--- src/design/ssi_pkg.sv ---
`timescale 1ns / 1ps
package ssi_pkg;
    localparam int MAX_SEGMENTS = 64;
    localparam int COORD_WIDTH  = 16;
    localparam int IDX_W        = $clog2(MAX_SEGMENTS);
    localparam int CNT_W        = $clog2(MAX_SEGMENTS + 1);
    localparam int OUT_IDX_W    = 6;
    // differences and cross products
    localparam int DIF_W        = COORD_WIDTH + 1;
    localparam int PRD_W        = 2 * DIF_W + 1;
    // numerator of the offset: nt * |d|
    localparam int NUM_W        = PRD_W + DIF_W;
    localparam int QUO_W        = NUM_W;
    localparam int DIV_CNT_W    = $clog2(NUM_W + 1);

    typedef logic signed [COORD_WIDTH-1:0] coord_t;

    typedef struct packed {
        coord_t xs;
        coord_t ys;
        coord_t xe;
        coord_t ye;
    } seg_t;

    // one job from the front to the back: a segment to test and store
    typedef struct packed {
        seg_t             seg;
        logic [CNT_W-1:0] count;
    } job_t;

    // one result beat
    typedef struct packed {
        coord_t               hit_x;
        coord_t               hit_y;
        logic [OUT_IDX_W-1:0] idx;
        logic                 last;
    } res_t;
endpackage

--- src/design/ssi_front.sv ---
`timescale 1ns / 1ps
// Front: accepts segments, snapshots the entry count, appends the segment
// to the store while it has room and queues a job for the back end.
module ssi_front (
    input  logic                          clk,
    input  logic                          rst_n,
    input  logic                          push,
    output logic                          full,
    input  ssi_pkg::seg_t                 seg_in,
    output logic                          job_valid,
    output ssi_pkg::job_t                 job,
    input  logic                          job_take,
    // store write port
    output logic                          wr_en,
    output logic [ssi_pkg::IDX_W-1:0]     wr_addr,
    output ssi_pkg::seg_t                 wr_data
);
    import ssi_pkg::*;

    localparam int QD = 2;

    job_t             q_reg [QD];
    logic [1:0]       q_cnt_reg;
    logic             q_rd_reg;
    logic             q_wr_reg;
    logic [CNT_W-1:0] count_reg;
    logic             acc;

    // queue holds at most two jobs; stores are written in job order so a
    // later job never changes entries an earlier one reads
    assign full      = (q_cnt_reg == 2'(QD));
    assign acc       = push && !full;
    assign job_valid = (q_cnt_reg != 2'd0);
    assign job       = q_reg[q_rd_reg];

    assign wr_en   = acc && (count_reg < CNT_W'(MAX_SEGMENTS));
    assign wr_addr = count_reg[IDX_W-1:0];
    assign wr_data = seg_in;

    // queue storage
    always_ff @(posedge clk)
    begin
        if (acc)
        begin
            q_reg[q_wr_reg].seg   <= seg_in;
            q_reg[q_wr_reg].count <= count_reg;
        end
    end

    // queue pointers and count
    always_ff @(posedge clk or negedge rst_n)
    begin
        if (!rst_n)
        begin
            q_cnt_reg <= 2'd0;
            q_rd_reg  <= 1'b0;
            q_wr_reg  <= 1'b0;
            count_reg <= '0;
        end
        else
        begin
            if (acc)
                q_wr_reg <= ~q_wr_reg;
            if (job_take && job_valid)
                q_rd_reg <= ~q_rd_reg;
            q_cnt_reg <= q_cnt_reg + 2'(acc) - 2'(job_take && job_valid);
            if (wr_en)
                count_reg <= count_reg + 1'b1;
        end
    end

    // the queue never overflows or underflows
    a_no_overflow: assert property (@(posedge clk) disable iff (!rst_n)
        q_cnt_reg <= 2'(QD)) else $error("job queue overflow");
    a_count_range: assert property (@(posedge clk) disable iff (!rst_n)
        count_reg <= CNT_W'(MAX_SEGMENTS)) else $error("count out of range");
    a_count_step: assert property (@(posedge clk) disable iff (!rst_n)
        wr_en |=> count_reg == $past(count_reg) + 1'b1)
        else $error("count did not advance on store write");
endmodule

--- config.mk ---
export PLATFORM = sky130hd
export DESIGN_NAME = ssi_front
export DESIGN_NICKNAME = d
export VERILOG_FILES = /design/src/design/ssi_pkg.sv /design/src/design/ssi_front.sv
export SDC_FILE = /design/constraint.sdc
export NUM_CORES = 1
export LEC_CHECK = 0
export CORE_AREA = 2 2 100 122
export CTS_BUF_LIST = sky130_fd_sc_hd__clkbuf_4 sky130_fd_sc_hd__clkbuf_8 sky130_fd_sc_hd__clkbuf_16
export DETAILED_ROUTE_END_ITERATION = 6
export DIE_AREA = 0 0 102 124
export DONT_BUFFER_PORTS = 1
export PLACE_DENSITY = 0.75
export SLEW_MARGIN = 20
export SYNTH_ARGS = -nofsm -noshare
export SYNTH_HDL_FRONTEND = slang
export SYNTH_SLANG_ARGS = --single-unit
--- constraint.sdc ---
create_clock -name clk -period 5.65 [get_ports clk]
set_input_delay 0.2825 -clock clk [delete_from_list [all_inputs] [get_ports clk]]
set_output_delay 0.2825 -clock clk [all_outputs]
set_load 0.03 [all_outputs]
==> flow_summary_export.csv <==
group,metric,value,unit
die,initial_core_util,0.542,
logic_synthesis,synth_flop_cell,"edfxtp_1",
sta,max_freq,404,MHz
logic_synthesis,netlist.area_leader.share,0.690,
grt,met3_usage,0.0617,
die,fp-row-count,43,
die,die_w,102,µm
cells_and_area,largest_reg_flops,142,
clocking,tritoncts,"done",
logic_synthesis,async_flop_share,0.0719,
grt,grt_pass1_wl,14400,µm
logic_synthesis,synthTopCellsByCount,"edfxtp_1 (142), mux2_2 (72), buf_4 (70)",
sta,grt_setup_unrepaired,"false",
clocking,cts_buffers,17,
grt,grtUsageMet1,0.165,
grt,grt_max_degree,73,
sta,setup_ws,3.18,ns
logic_synthesis,synthDistinctLibCells,24,
clocking,clock_latency,0.40,ns
clocking,clock_sinks,153,
routing,dr.first_iter.drc_count,115,
die,die_h,124,µm
logic_synthesis,syn-num-nets,406,
worst_setup_path,endpoint_kind,"flop",
die,die_area,0.0126,mm²
sta,hold_viol_final,0,
routing,route.detailed.drc,0,
cells_and_area,finish.instance_area,0.00709,mm²
place,dp.cells,416,
routing,num_vias,2631,
pwr,vdd_drop_max,562,µV
outcome,status,"complete, no violations",
clocking,htree_levels,4,
routing,antenna_left,0,
logic_synthesis,yosysMostFrequentCell,"edfxtp_1",
logic_synthesis,yosysSeqAreaShare,0.734,
worst_hold_path,hp-class,"in -> reg",
routing,routedWlPerCell,19.1,µm
logic_synthesis,synth_top_cell_by_area,"edfxtp_1",
worst_setup_path,crit_type,"reg -> reg",
pwr,leakagePower,0.00242,µW
logic_synthesis,synth_edf_count,142,
worst_setup_path,cp_slowest_cell,"nor2_4",
logic_synthesis,avgSynthCellArea,18.4,µm²
clocking,post_cts_buffers,0,
grt,overflow,0,
sta,relSlewSlack,0.346,
die,core_region_area,0.0114,mm²
place,routabilityCongestion,0.745,
logic_synthesis,yosysWarnings,0,
place,dpl_cell_area,0.00584,mm²
logic_synthesis,ys_seq_elements,153,
grt,grt_usage,0.157,
logic_synthesis,syn_inst,336,
sta,period_minus_slack,2.47,ns
clocking,post_cts_resized,0,
die,pin_count,212,
routing,finalWirelength,9830,µm
worst_setup_path,crit_required,5.69,ns
place,port_buffers,0,
cells_and_area,layout.nets,413,
sta,setup_viol_count_final,0,
place,place_ws,3.12,ns
cells_and_area,syn_to_final_growth,14.7,%
sta,tns,0,ns
worst_setup_path,critPathMaxFanout,42,
run,maxCapViolCount,0,
clocking,cts_buffer_depth,2,
clocking,cts-root-buf,"clkbuf_16",
cells_and_area,drive_gt1_frac,0.323,
place,detailed_place_hpwl,5910,µm
pwr,power.density,549,mW/mm²
worst_setup_path,arrival,2.51,ns
cells_and_area,final_cells,514,
worst_setup_path,crit_path_start_kind,"flop",
worst_setup_path,max_stage_delay,0.71,ns
sta,post-route-period-util,0.438,
sta,finClkSkew,0.00806,ns
sta,worstMarginPinSlew,0.981,ns
logic_synthesis,synthTopCellsByArea,"edfxtp_1 (69%), mux2_2 (13%), buf_4 (8.5%)",
grt,busiest_layer,"met2",
logic_synthesis,syn_area,0.00618,mm²
worst_setup_path,cp_cell_sequence,"nand2b_4 -> nand2_1 -> nor2_4 -> buf_4",
grt,antenna_found_initial,2,
routing,vias_per_cell,5.12,
clocking,path_clk_slew,0.06,ns
routing,dr.pass1.iters,4,
sta,drv_slew,0,
grt,grt_use_met2,0.275,
grt,first_global_vias,2734,
-- kinds of logic (layout without fill, tap and decap cells) --
family	after synthesis	in the layout	share of synthesized area
xor gates and xnor gates	9	9	0.0128
AOI/OAI and AO/OA	3	3	0.00425
adders and majority gates	2	2	0.00405
and+or+nand+nor	17	17	0.0200
DFF	153	153	0.734
muxes	72	72	0.131
buffers and inverters	80	100	0.0935
other	0	1	0
-- area by class of cell --
cell class | count | area, µm²
antenna | 1 | 2.50
timing repair buffer | 66 | 658
fill | 828 | 4310
tap | 157 | 196
inverter | 2 | 12.5
clock buffer | 25 | 510
multi-input combinational | 103 | 1080
clock inverter | 7 | 92.6
sequential | 153 | 4540
-- report_power, final --
part           switching, µW  internal (µW)  total (µW)  leakage, µW
logic                    754            327        1080     0.000677
clock network            399            716        1120     0.000295
registers                164           1530        1700      0.00144
-- worst paths after layout --
path / start / slack (ns) / endpoint / depth (start not counted)
max: q_cnt_reg[0] / 3.18 / q_reg[0][46] / 4
max reg2reg: q_cnt_reg[0] / 3.18 / q_reg[0][46] / 4
max in group asynchronous: rst_n / 4.98 / q_rd_reg / 1
min: job_take / 0.1 / q_rd_reg / 2
min reg2reg: count_reg[6] / 0.52 / q_reg[0][6] / 0
min in group asynchronous: rst_n / 0.29 / q_rd_reg / 1
-- cell usage in the layout (no fill, tap or decap), types with 2 or more instances in the layout --
master         count
edfxtp_1         142
mux2_2            72
dlygate4sd3_1     65
clkbuf_16         17
dfrtp_1           10
xor2_1             6
nand2_1            4
clkbuf_4           4
clkbuf_8           4
xnor2_1            3
inv_6              2
nor2_4             2
nand3_1            2
nor3_1             2
ha_1               2
bufinv_16          2
clkinvlp_4         2
-- per-layer routing --
| metal | wire length (µm) | part of all wire |
|---|---|---|
| met1 | 3540 | 0.36 |
| met2 | 5420 | 0.55 |
| met3 | 684 | 0.070 |
| met5 | 13 | 0.0013 |
| met4 | 175 | 0.018 |
-- stage by stage --
step | hold WS [ns] | power (µW) | util
after detailed placement | -0.0127 | 2780 | 0.512
after global routing | 0.0781 | 4060 | 0.622
after CTS | 0.0762 | 3950 | 0.622
after global placement | -0.0127 | 2750 | 0.512
after floorplan | -0.0131 | 2730 | -
final | 0.0975 | 3900 | 0.622
-- worst max-delay path, delay by kind of cell (launching register included) --
kind	cells	cell delay, ns
DFF	1	0.40
buffers and inverters	1	0.60
and+or+nand+nor	3	1.07
-- what timing repair did --
item,CTS,global route
hold buffers,65,0
endpoints found under the setup margin,0,0
hold endpoints to repair,139,0
No activity file was read; power rests on OpenSTA's default activity.
